## src/rtl/core/assert_macros.svh

```systemverilog
// Assertion macros shared by the RTL modules.
`ifndef ASSERT_MACROS_SVH
`define ASSERT_MACROS_SVH

// Check a condition at every clock edge outside reset.
`define ASSERT_ALWAYS(lbl, cond, msg) \
    lbl: assert property (@(posedge aclk) disable iff (!aresetn) (cond)) else $error(msg);

// Check that a condition implies another at the same edge outside reset.
`define ASSERT_IMPLY(lbl, ante, cons, msg) \
    lbl: assert property (@(posedge aclk) disable iff (!aresetn) (ante) |-> (cons)) \
        else $error(msg);

`endif

```

## src/rtl/core/encc_pkg.sv

```systemverilog
// Types and constants of the even-neighbor count unit.
package encc_pkg;

    localparam int MAX_WIDTH    = 1024;
    localparam int MAX_HEIGHT   = 1024;
    localparam int COL_W        = (MAX_WIDTH > 1) ? $clog2(MAX_WIDTH) : 1;
    localparam int ROW_W        = (MAX_HEIGHT > 1) ? $clog2(MAX_HEIGHT) : 1;
    localparam int LEAD_W       = COL_W + 1;
    localparam int CFG_W        = 11;
    localparam int CFG_IDX_W    = 2;
    localparam int PIXEL_W      = 32;
    localparam int COUNT_W      = 4;
    localparam int NUM_NBRS     = 8;
    localparam int DATA_W       = ((COUNT_W + ROW_W + COL_W + 7) / 8) * 8;
    localparam int RESET_WIDTH  = 3;
    localparam int RESET_HEIGHT = 3;
    localparam int QUEUE_DEPTH  = 4;
    localparam int QPTR_W       = $clog2(QUEUE_DEPTH);

    localparam logic [CFG_IDX_W-1:0] REG_FRAME_WIDTH  = 2'd0;
    localparam logic [CFG_IDX_W-1:0] REG_FRAME_HEIGHT = 2'd1;

    typedef enum logic {
        CMD_PIXEL = 1'b0,
        CMD_DRAIN = 1'b1
    } cmd_t;

    typedef struct packed {
        logic top_ok;
        logic bot_ok;
        logic left_ok;
        logic right_ok;
    } nbr_mask_t;

    typedef struct packed {
        logic             parity_even;
        logic [COL_W-1:0] addr;
        logic             emit;
        nbr_mask_t        mask;
        logic [ROW_W-1:0] row;
        logic [COL_W-1:0] col;
        logic             last;
    } step_t;

endpackage

```

## src/rtl/core/even_neighbor_count_3x3_unit.sv

```systemverilog
// Top level of the even-neighbor count unit for raster frames.
//
// Input stream s_*: one beat per pixel (s_tuser = 0, s_tdata = value) or a
// drain tick (s_tuser = 1) after the frame's last pixel. Result stream m_*:
// count of even in-frame neighbors of one position with its row and column;
// m_tlast marks the frame's final result, after which the next frame starts.
// Pixels after the frame's last pixel and drains before it are taken and
// dropped. Config port cfg_*: index 0 = frame width, 1 = frame height; a
// write restarts the frame. Throughput: one beat per cycle while the queue
// has room and no pad step is pending. The result for position k comes out
// after pixel k+width+1 is taken, or after a drain at frame end. In a frame
// of no more than width pixels the first drain holds s_tready low while the
// window steps past the frame end.
// Reset: width and height 3, frame position zero, queue and outputs empty.
// A stalled receiver holds the result register; four queued steps absorb
// further beats before s_tready drops.
module even_neighbor_count_3x3_unit (
    input  logic                           aclk,
    input  logic                           aresetn,
    input  logic                           cfg_valid,
    output logic                           cfg_ready,
    input  logic [encc_pkg::CFG_IDX_W-1:0] cfg_index,
    input  logic [encc_pkg::CFG_W-1:0]     cfg_data,
    input  logic                           s_tvalid,
    output logic                           s_tready,
    input  logic [encc_pkg::PIXEL_W-1:0]   s_tdata,   // pixel_value
    input  logic                           s_tuser,   // command
    output logic                           m_tvalid,
    input  logic                           m_tready,
    output logic [encc_pkg::DATA_W-1:0]    m_tdata,   // even_nbrs, out_row, out_col
    output logic                           m_tlast
);

    logic            q_push;
    logic            q_full;
    logic            q_pop;
    logic            q_valid;
    encc_pkg::step_t push_step;
    encc_pkg::step_t pop_step;

    encc_front u_front (
        .aclk      (aclk),
        .aresetn   (aresetn),
        .cfg_valid (cfg_valid),
        .cfg_ready (cfg_ready),
        .cfg_index (cfg_index),
        .cfg_data  (cfg_data),
        .s_tvalid  (s_tvalid),
        .s_tready  (s_tready),
        .s_tdata   (s_tdata),
        .s_tuser   (s_tuser),
        .q_full    (q_full),
        .q_push    (q_push),
        .q_step    (push_step)
    );

    encc_queue u_queue (
        .aclk      (aclk),
        .aresetn   (aresetn),
        .push      (q_push),
        .push_step (push_step),
        .full      (q_full),
        .pop       (q_pop),
        .valid     (q_valid),
        .pop_step  (pop_step)
    );

    encc_back u_back (
        .aclk     (aclk),
        .aresetn  (aresetn),
        .q_valid  (q_valid),
        .q_step   (pop_step),
        .q_pop    (q_pop),
        .m_tvalid (m_tvalid),
        .m_tready (m_tready),
        .m_tdata  (m_tdata),
        .m_tlast  (m_tlast)
    );

endmodule

```

## src/rtl/core/encc_front.sv

```systemverilog
// Front end: takes input beats, tracks frame position and issues window steps.
`include "assert_macros.svh"

module encc_front (
    input  logic                           aclk,
    input  logic                           aresetn,
    input  logic                           cfg_valid,
    output logic                           cfg_ready,
    input  logic [encc_pkg::CFG_IDX_W-1:0] cfg_index,
    input  logic [encc_pkg::CFG_W-1:0]     cfg_data,
    input  logic                           s_tvalid,
    output logic                           s_tready,
    input  logic [encc_pkg::PIXEL_W-1:0]   s_tdata,
    input  logic                           s_tuser,
    input  logic                           q_full,
    output logic                           q_push,
    output encc_pkg::step_t                q_step
);

    logic [encc_pkg::COL_W-1:0]  wm1_reg, wm1_next;
    logic [encc_pkg::ROW_W-1:0]  hm1_reg, hm1_next;
    logic [encc_pkg::COL_W-1:0]  sp_col_reg, sp_col_next;
    logic [encc_pkg::ROW_W-1:0]  in_row_reg, in_row_next;
    logic                        in_done_reg, in_done_next;
    logic [encc_pkg::LEAD_W-1:0] lead_reg, lead_next;
    logic [encc_pkg::ROW_W-1:0]  out_row_reg, out_row_next;
    logic [encc_pkg::COL_W-1:0]  out_col_reg, out_col_next;

    logic [encc_pkg::COL_W-1:0]  cfg_wm1;
    logic [encc_pkg::ROW_W-1:0]  cfg_hm1;
    logic [encc_pkg::LEAD_W-1:0] lead_target;
    logic                        lead_full;
    logic                        is_drain;
    logic                        pad_need;
    logic                        accept;
    logic                        take_pixel;
    logic                        take_drain;
    logic                        last_pos;
    logic                        restart;

    assign cfg_ready = 1'b1;

    always_comb begin
        if (cfg_data == '0) begin
            cfg_wm1 = '0;
        end else if (int'(cfg_data) > encc_pkg::MAX_WIDTH) begin
            cfg_wm1 = encc_pkg::COL_W'(encc_pkg::MAX_WIDTH - 1);
        end else begin
            cfg_wm1 = encc_pkg::COL_W'(cfg_data - encc_pkg::CFG_W'(1));
        end
        if (cfg_data == '0) begin
            cfg_hm1 = '0;
        end else if (int'(cfg_data) > encc_pkg::MAX_HEIGHT) begin
            cfg_hm1 = encc_pkg::ROW_W'(encc_pkg::MAX_HEIGHT - 1);
        end else begin
            cfg_hm1 = encc_pkg::ROW_W'(cfg_data - encc_pkg::CFG_W'(1));
        end
    end

    always_comb begin
        lead_target = encc_pkg::LEAD_W'(wm1_reg) + encc_pkg::LEAD_W'(2);
        lead_full   = (lead_reg == lead_target);
        is_drain    = (encc_pkg::cmd_t'(s_tuser) == encc_pkg::CMD_DRAIN);
        pad_need    = s_tvalid && is_drain && in_done_reg && !lead_full;
        s_tready    = !q_full && !pad_need;
        accept      = s_tvalid && s_tready;
        take_pixel  = accept && !is_drain && !in_done_reg;
        take_drain  = accept && is_drain && in_done_reg;
        q_push      = take_pixel || take_drain || (pad_need && !q_full);
        last_pos    = (out_row_reg == hm1_reg) && (out_col_reg == wm1_reg);

        q_step.parity_even    = take_pixel && !s_tdata[0];
        q_step.addr           = sp_col_reg;
        q_step.emit           = lead_full;
        q_step.mask.top_ok    = (out_row_reg != '0);
        q_step.mask.bot_ok    = (out_row_reg != hm1_reg);
        q_step.mask.left_ok   = (out_col_reg != '0);
        q_step.mask.right_ok  = (out_col_reg != wm1_reg);
        q_step.row            = out_row_reg;
        q_step.col            = out_col_reg;
        q_step.last           = last_pos;

        wm1_next     = wm1_reg;
        hm1_next     = hm1_reg;
        sp_col_next  = sp_col_reg;
        in_row_next  = in_row_reg;
        in_done_next = in_done_reg;
        lead_next    = lead_reg;
        out_row_next = out_row_reg;
        out_col_next = out_col_reg;
        restart      = 1'b0;

        if (q_push) begin
            sp_col_next = (sp_col_reg == wm1_reg) ? '0 : sp_col_reg + 1'b1;
            if (!lead_full) begin
                lead_next = lead_reg + 1'b1;
            end
            if (take_pixel && (sp_col_reg == wm1_reg)) begin
                if (in_row_reg == hm1_reg) begin
                    in_done_next = 1'b1;
                end else begin
                    in_row_next = in_row_reg + 1'b1;
                end
            end
            if (lead_full) begin
                if (out_col_reg == wm1_reg) begin
                    out_col_next = '0;
                    out_row_next = out_row_reg + 1'b1;
                end else begin
                    out_col_next = out_col_reg + 1'b1;
                end
                restart = last_pos;
            end
        end

        if (cfg_valid) begin
            case (cfg_index)
                encc_pkg::REG_FRAME_WIDTH: begin
                    wm1_next = cfg_wm1;
                    restart  = 1'b1;
                end
                encc_pkg::REG_FRAME_HEIGHT: begin
                    hm1_next = cfg_hm1;
                    restart  = 1'b1;
                end
                default: ;
            endcase
        end

        if (restart) begin
            sp_col_next  = '0;
            in_row_next  = '0;
            in_done_next = 1'b0;
            lead_next    = '0;
            out_row_next = '0;
            out_col_next = '0;
        end
    end

    always_ff @(posedge aclk) begin
        if (!aresetn) begin
            wm1_reg     <= encc_pkg::COL_W'(encc_pkg::RESET_WIDTH - 1);
            hm1_reg     <= encc_pkg::ROW_W'(encc_pkg::RESET_HEIGHT - 1);
            sp_col_reg  <= '0;
            in_row_reg  <= '0;
            in_done_reg <= 1'b0;
            lead_reg    <= '0;
            out_row_reg <= '0;
            out_col_reg <= '0;
        end else begin
            wm1_reg     <= wm1_next;
            hm1_reg     <= hm1_next;
            sp_col_reg  <= sp_col_next;
            in_row_reg  <= in_row_next;
            in_done_reg <= in_done_next;
            lead_reg    <= lead_next;
            out_row_reg <= out_row_next;
            out_col_reg <= out_col_next;
        end
    end

    `ASSERT_ALWAYS(a_lead_bound, lead_reg <= lead_target, "step lead beyond window span")
    `ASSERT_IMPLY(a_emit_in_frame, q_push && lead_full, out_row_reg <= hm1_reg, "result row past frame")

endmodule

```

## src/rtl/core/encc_queue.sv

```systemverilog
// Short step queue between front end and window back end.
`include "assert_macros.svh"

module encc_queue (
    input  logic            aclk,
    input  logic            aresetn,
    input  logic            push,
    input  encc_pkg::step_t push_step,
    output logic            full,
    input  logic            pop,
    output logic            valid,
    output encc_pkg::step_t pop_step
);

    encc_pkg::step_t               entry_reg [encc_pkg::QUEUE_DEPTH];
    logic [encc_pkg::QPTR_W-1:0]   wr_ptr_reg, wr_ptr_next;
    logic [encc_pkg::QPTR_W-1:0]   rd_ptr_reg, rd_ptr_next;
    logic [encc_pkg::QPTR_W:0]     count_reg, count_next;

    always_comb begin
        full        = (count_reg == (encc_pkg::QPTR_W + 1)'(encc_pkg::QUEUE_DEPTH));
        valid       = (count_reg != '0);
        pop_step    = entry_reg[rd_ptr_reg];
        wr_ptr_next = push ? wr_ptr_reg + 1'b1 : wr_ptr_reg;
        rd_ptr_next = pop ? rd_ptr_reg + 1'b1 : rd_ptr_reg;
        count_next  = count_reg;
        if (push && !pop) begin
            count_next = count_reg + 1'b1;
        end else if (pop && !push) begin
            count_next = count_reg - 1'b1;
        end
    end

    always_ff @(posedge aclk) begin
        if (push) begin
            entry_reg[wr_ptr_reg] <= push_step;
        end
    end

    always_ff @(posedge aclk) begin
        if (!aresetn) begin
            wr_ptr_reg <= '0;
            rd_ptr_reg <= '0;
            count_reg  <= '0;
        end else begin
            wr_ptr_reg <= wr_ptr_next;
            rd_ptr_reg <= rd_ptr_next;
            count_reg  <= count_next;
        end
    end

    `ASSERT_ALWAYS(a_no_overflow, !(push && full), "push into full queue")
    `ASSERT_ALWAYS(a_no_underflow, !(pop && !valid), "pop from empty queue")

endmodule

```

## src/rtl/core/encc_back.sv

```systemverilog
// Back end: parity line buffers, 3x3 window and result register.
`include "assert_macros.svh"

module encc_back (
    input  logic                         aclk,
    input  logic                         aresetn,
    input  logic                         q_valid,
    input  encc_pkg::step_t              q_step,
    output logic                         q_pop,
    output logic                         m_tvalid,
    input  logic                         m_tready,
    output logic [encc_pkg::DATA_W-1:0]  m_tdata,
    output logic                         m_tlast
);

    logic                          lb1_mem [encc_pkg::MAX_WIDTH];
    logic                          lb2_mem [encc_pkg::MAX_WIDTH];
    logic                          lb1_q_reg;
    logic                          lb2_q_reg;

    logic                          a_valid_reg, a_valid_next;
    encc_pkg::step_t               a_step_reg;
    logic [2:0]                    win_l_reg;
    logic [2:0]                    win_c_reg;

    logic                          m_tvalid_reg, m_tvalid_next;
    logic [encc_pkg::COUNT_W-1:0]  even_nbrs_reg;
    logic [encc_pkg::ROW_W-1:0]    out_row_reg;
    logic [encc_pkg::COL_W-1:0]    out_col_reg;
    logic                          frame_last_reg;

    logic                          m_room;
    logic                          adv_a;
    logic                          bypass;
    logic [2:0]                    new_col;
    logic [encc_pkg::NUM_NBRS-1:0] nbr_bits;
    logic [encc_pkg::COUNT_W-1:0]  count;

    always_comb begin
        m_room  = !m_tvalid_reg || m_tready;
        adv_a   = a_valid_reg && m_room;
        q_pop   = q_valid && (!a_valid_reg || adv_a);
        bypass  = adv_a && q_pop && (q_step.addr == a_step_reg.addr);
        new_col = {lb2_q_reg, lb1_q_reg, a_step_reg.parity_even};

        nbr_bits[0] = win_l_reg[2] && a_step_reg.mask.left_ok && a_step_reg.mask.top_ok;
        nbr_bits[1] = win_c_reg[2] && a_step_reg.mask.top_ok;
        nbr_bits[2] = new_col[2] && a_step_reg.mask.right_ok && a_step_reg.mask.top_ok;
        nbr_bits[3] = win_l_reg[1] && a_step_reg.mask.left_ok;
        nbr_bits[4] = new_col[1] && a_step_reg.mask.right_ok;
        nbr_bits[5] = win_l_reg[0] && a_step_reg.mask.left_ok && a_step_reg.mask.bot_ok;
        nbr_bits[6] = win_c_reg[0] && a_step_reg.mask.bot_ok;
        nbr_bits[7] = new_col[0] && a_step_reg.mask.right_ok && a_step_reg.mask.bot_ok;

        count = '0;
        for (int i = 0; i < encc_pkg::NUM_NBRS; i++) begin
            count = count + encc_pkg::COUNT_W'(nbr_bits[i]);
        end

        a_valid_next = a_valid_reg;
        if (q_pop) begin
            a_valid_next = 1'b1;
        end else if (adv_a) begin
            a_valid_next = 1'b0;
        end

        m_tvalid_next = m_tvalid_reg;
        if (adv_a && a_step_reg.emit) begin
            m_tvalid_next = 1'b1;
        end else if (m_tready) begin
            m_tvalid_next = 1'b0;
        end
    end

    always_ff @(posedge aclk) begin
        if (adv_a) begin
            lb1_mem[a_step_reg.addr] <= a_step_reg.parity_even;
            lb2_mem[a_step_reg.addr] <= lb1_q_reg;
        end
        if (q_pop) begin
            if (bypass) begin
                lb1_q_reg <= a_step_reg.parity_even;
                lb2_q_reg <= lb1_q_reg;
            end else begin
                lb1_q_reg <= lb1_mem[q_step.addr];
                lb2_q_reg <= lb2_mem[q_step.addr];
            end
        end
    end

    always_ff @(posedge aclk) begin
        if (q_pop) begin
            a_step_reg <= q_step;
        end
        if (adv_a) begin
            win_l_reg <= win_c_reg;
            win_c_reg <= new_col;
        end
        if (adv_a && a_step_reg.emit) begin
            even_nbrs_reg  <= count;
            out_row_reg    <= a_step_reg.row;
            out_col_reg    <= a_step_reg.col;
            frame_last_reg <= a_step_reg.last;
        end
    end

    always_ff @(posedge aclk) begin
        if (!aresetn) begin
            a_valid_reg  <= 1'b0;
            m_tvalid_reg <= 1'b0;
        end else begin
            a_valid_reg  <= a_valid_next;
            m_tvalid_reg <= m_tvalid_next;
        end
    end

    assign m_tvalid = m_tvalid_reg;
    assign m_tdata  = encc_pkg::DATA_W'({out_col_reg, out_row_reg, even_nbrs_reg});
    assign m_tlast  = frame_last_reg;

    `ASSERT_IMPLY(a_count_range, m_tvalid_reg, even_nbrs_reg <= encc_pkg::COUNT_W'(encc_pkg::NUM_NBRS), "neighbor count above eight")

endmodule

```

## config.mk

```make
export PLATFORM = sky130hd
export DESIGN_NAME = even_neighbor_count_3x3_unit
export DESIGN_NICKNAME = d
export VERILOG_FILES = /design/src/rtl/core/encc_pkg.sv /design/src/rtl/core/even_neighbor_count_3x3_unit.sv /design/src/rtl/core/encc_front.sv /design/src/rtl/core/encc_queue.sv /design/src/rtl/core/encc_back.sv
export VERILOG_INCLUDE_DIRS = /design/src /design/src/rtl/core
export SDC_FILE = /design/constraint.sdc
export NUM_CORES = 2
export LEC_CHECK = 0
export ABC_AREA = 1
export BUFFER_PORTS_ARGS = -buffer_cell sky130_fd_sc_hd__buf_2
export CAP_MARGIN = 20
export CORE_ASPECT_RATIO = 2
export CORE_MARGIN = 3
export CORE_UTILIZATION = 63
export CTS_CLUSTER_DIAMETER = 120
export DETAILED_ROUTE_END_ITERATION = 16
export PLACE_DENSITY_LB_ADDON = 0.12
export SLEW_MARGIN = 10
export SYNTH_ARGS = -nofsm -noshare
export SYNTH_HDL_FRONTEND = slang
export SYNTH_SLANG_ARGS = --single-unit
```

## constraint.sdc

```tcl
create_clock -name aclk -period 21.7 [get_ports aclk]
set_input_delay 3.255 -clock aclk [delete_from_list [all_inputs] [get_ports aclk]]
set_output_delay 3.255 -clock aclk [all_outputs]
set_load 0.01 [all_outputs]
```

==> results by group <==
Synthesis
  • Post-synthesis mux area share: 0
  • Post-Syn Nets: 9614
  • Synthesis warning total: 0
  • Yosys reg bits: 2349
  • Simple-gate area share of the yosys netlist: 0.227
  • Post-synthesis xor/xnor area fraction: 0.00396
  • Post-Syn Area: 102000 um^2
  • Largest family of logic cells by synthesized area: simple AND/OR/NAND/NOR gates
  • Synth Area in Compound Gates: 0.0285
  • Mean area per synthesized cell: 10.7 um^2
  • Register area share after synthesis: 0.685
  • Cells after Synth: 9541
  • Synth Area in Adders: 0.00307
  • Distinct cells, synth: 44

Finish
  • Fin nets: 9322
  • Ratio of cells with drive above 1 in the final layout: 0.0567
  • Most frequent cells in the layout: edfxtp_1, nand2_1, nand3_1
  • Synthesis-to-finish area growth: 7.50%
  • Leading cell type in the layout, fill and taps excluded: edfxtp_1
  • Final core utilization: 0.681
  • Count of non-filler cells in the finished layout: 11.5k
  • Finished Cell Area: 109000 um^2
  • FILL cells: 11.7k

Clock tree
  • H-tree levels: 4
  • Worst skew pair latency: 0.84 ns
  • CTS tree: done
  • Post-CTS Hold Buffers: 0
  • Clk slew on worst S/H paths: 0.07 ns
  • Setup Fix Bufs, Post-CTS: 0
  • Post-cts resize count: 0
  • Clock Sinks: 2349
  • CTS root buf: clkbuf_16
  • CTS buffer count: 200
  • Clock Path Buffers: 4

Power
  • Maximum VDD drop: 0.190 mV
  • PwrDens: 141 nW/um^2
  • P_leak: 38.4 nW

Setup path
  • Setup CP Type: flip-flop to flip-flop
  • Startpoint types: flip-flop
  • Worst-path maximum fanout: 151
  • Critical path data required time: 22.29 ns
  • CP Data Arrival Time: 8.21 ns
  • Critical Path Sink Type: flip-flop

Run
  • # Max-Cap Violations: 0

Global routing
  • Overall global routing resource usage: 0.328
  • Gr ovfl total: 0
  • Initial antenna violation count: 5
  • First-pass GRT wire length: 412000 um
  • Vias in the first global route: 71.8k
  • Largest net degree at the start of global routing: 234

STA
  • Crit path time final: 7.62 ns
  • Final Hold Viols: 0
  • Slew HR: 0.217
  • Post-route clock skew: 0.0473 ns
  • Worst-Margin Slew: 1.17 ns
  • Final critical-path share of the clock period: 0.351
  • Fmax: 131 MHz
  • Final Max Slew Viols: 0
  • Final worst-path setup slack: 14.08 ns
  • Final TNS setup: 0 ns
  • Final setup violating endpoints: 0
  • RSZ-0062 raised after global routing: false

Outcome
  • Outcome: complete, no violations

Route
  • Final wirelength: 278000 um
  • DRC errors left: 0
  • Routed len/inst: 24.2 um
  • Remaining antenna violation count after routing: 0
  • Routed via count: 71.6k
  • Pre-antenna DRT Iters: 6
  • Vias per cell: 6.22
  • Initial detailed-routing violation count: 8101

Die
  • Core area: 161000 um^2
  • Starting density of the core: 0.634
  • Die area: 167000 um^2
  • Die H: 574 um
  • Rows: 208
  • Horiz. Die Dim: 290 um
  • Ports: 79

Placed design
  • Placed instance count: 11.1k
  • GP Congestion: 0.900
  • Place WS: 14.31 ns
  • Post-DP HPWL: 150000 um
  • IO Port Bufs: 46
  • Cell area after placement: 103000 um^2

Min path
  • Hold crit path type: flip-flop to flip-flop
  • Hold Startpoint: u_back.a_step_reg[9]
worst paths after layout:
path,end,depth (start not counted),slack [ns]
worst max-delay path,u_back.lb2_q_reg,21,14.08
worst min register to register,u_back.out_col_reg[8],0,0.42
worst min-delay path,u_back.out_col_reg[8],0,0.42
worst max register to register,u_back.lb2_q_reg,21,14.08
final cells by class:
class                           count  area, um^2  area share
Sequential cell                  2349       69700       0.637
Multi-Input combinational cell   5884       26800       0.245
Clock buffer                      235        5220      0.0477
Tap cell                         2100        2630      0.0240
Inverter                          607        2300      0.0210
Timing Repair Buffer              207        1690      0.0154
Clock inverter                    122        1020     0.00935
Antenna cell                        4        10.0   0.0000915
through the flow:
step           total power (W)  hold WS [ns]
2_1_floorplan           0.0104         0.400
3_3_place_gp            0.0118         0.404
3_5_place_dp            0.0119         0.405
4_1_cts                 0.0153         0.418
5_1_grt                 0.0161         0.431
6_report                0.0154         0.419
synth_stat cells (all sizes together):
master   instances  area [um^2]
xor2            27          236
nor3b            8         60.1
buf            376         1880
or2              5         31.3
a41oi            1         8.76
nor2          1184         4460
nor4            13         87.6
edfxtp        2266        68000
conb             1         3.75
o21ai          200         1000
nand3         1803         9040
dfxtp           83         1660
inv            603         2270
ha              17          213
o21bai           1         7.51
o21a             3         22.5
o2111ai          1         8.76
nand3b         130          976
clkbuf         325         1220
a221oi           2         17.5
nand4           34          213
xnor2           19          166
a21oi           94          470
o31ai            1         7.51
and3             2         12.5
a211oi           4         30.0
fa               5          100
o211ai         151         1130
clkinv           4         15.0
nand2         2086         7840
o22ai           28          175
o221ai           1         8.76
nor3            63          332
where the power goes:
part           internal [W]  leakage (nW)  total (W)  switching [W]
sequential          0.00571          21.1    0.00578      0.0000715
clock               0.00192          3.06    0.00349        0.00157
combinational       0.00145          14.2    0.00614        0.00468
kinds of logic (layout without fill, tap and decap cells):
family	after synthesis	count (layout)
AOI/OAI and AO/OA	487	487
xor gates and xnor gates	46	46
adders and majority gates	22	22
buffers and inverters	1308	1171
DFF	2349	2349
other	1	5
and+or+nand+nor	5328	5328
metal layers:
| layer | GRT usage | vias up | part of all wire |
|---|---|---|---|
| li1 | - | 32200 | - |
| met1 | 0.360 | 34900 | 0.33 |
| met2 | 0.585 | 3563 | 0.51 |
| met3 | 0.0483 | 964 | 0.084 |
| met4 | 0.225 | 0 | 0.075 |
| met5 | 0 | - | 0 |
critical path: stages (launching register included):
cell,delay [ns]
dfxtp_2,0.72
buf_4,0.51
nand2_1,0.18
nand3_4,0.50
nand2_8,0.48
inv_8,0.84
buf_4,0.83
buf_12,0.60
buf_4,0.72
nand2_1,0.10
nand3_1,0.10
nand3_1,0.12
nand3_1,0.12
nand3_1,0.18
nand3_1,0.20
nand3_1,0.11
nand3_1,0.11
nand3_1,0.21
nand3_1,0.17
nand2_1,0.06
nand2_1,0.05
nand2_1,0.06
Power figures use the tool's default switching activity.
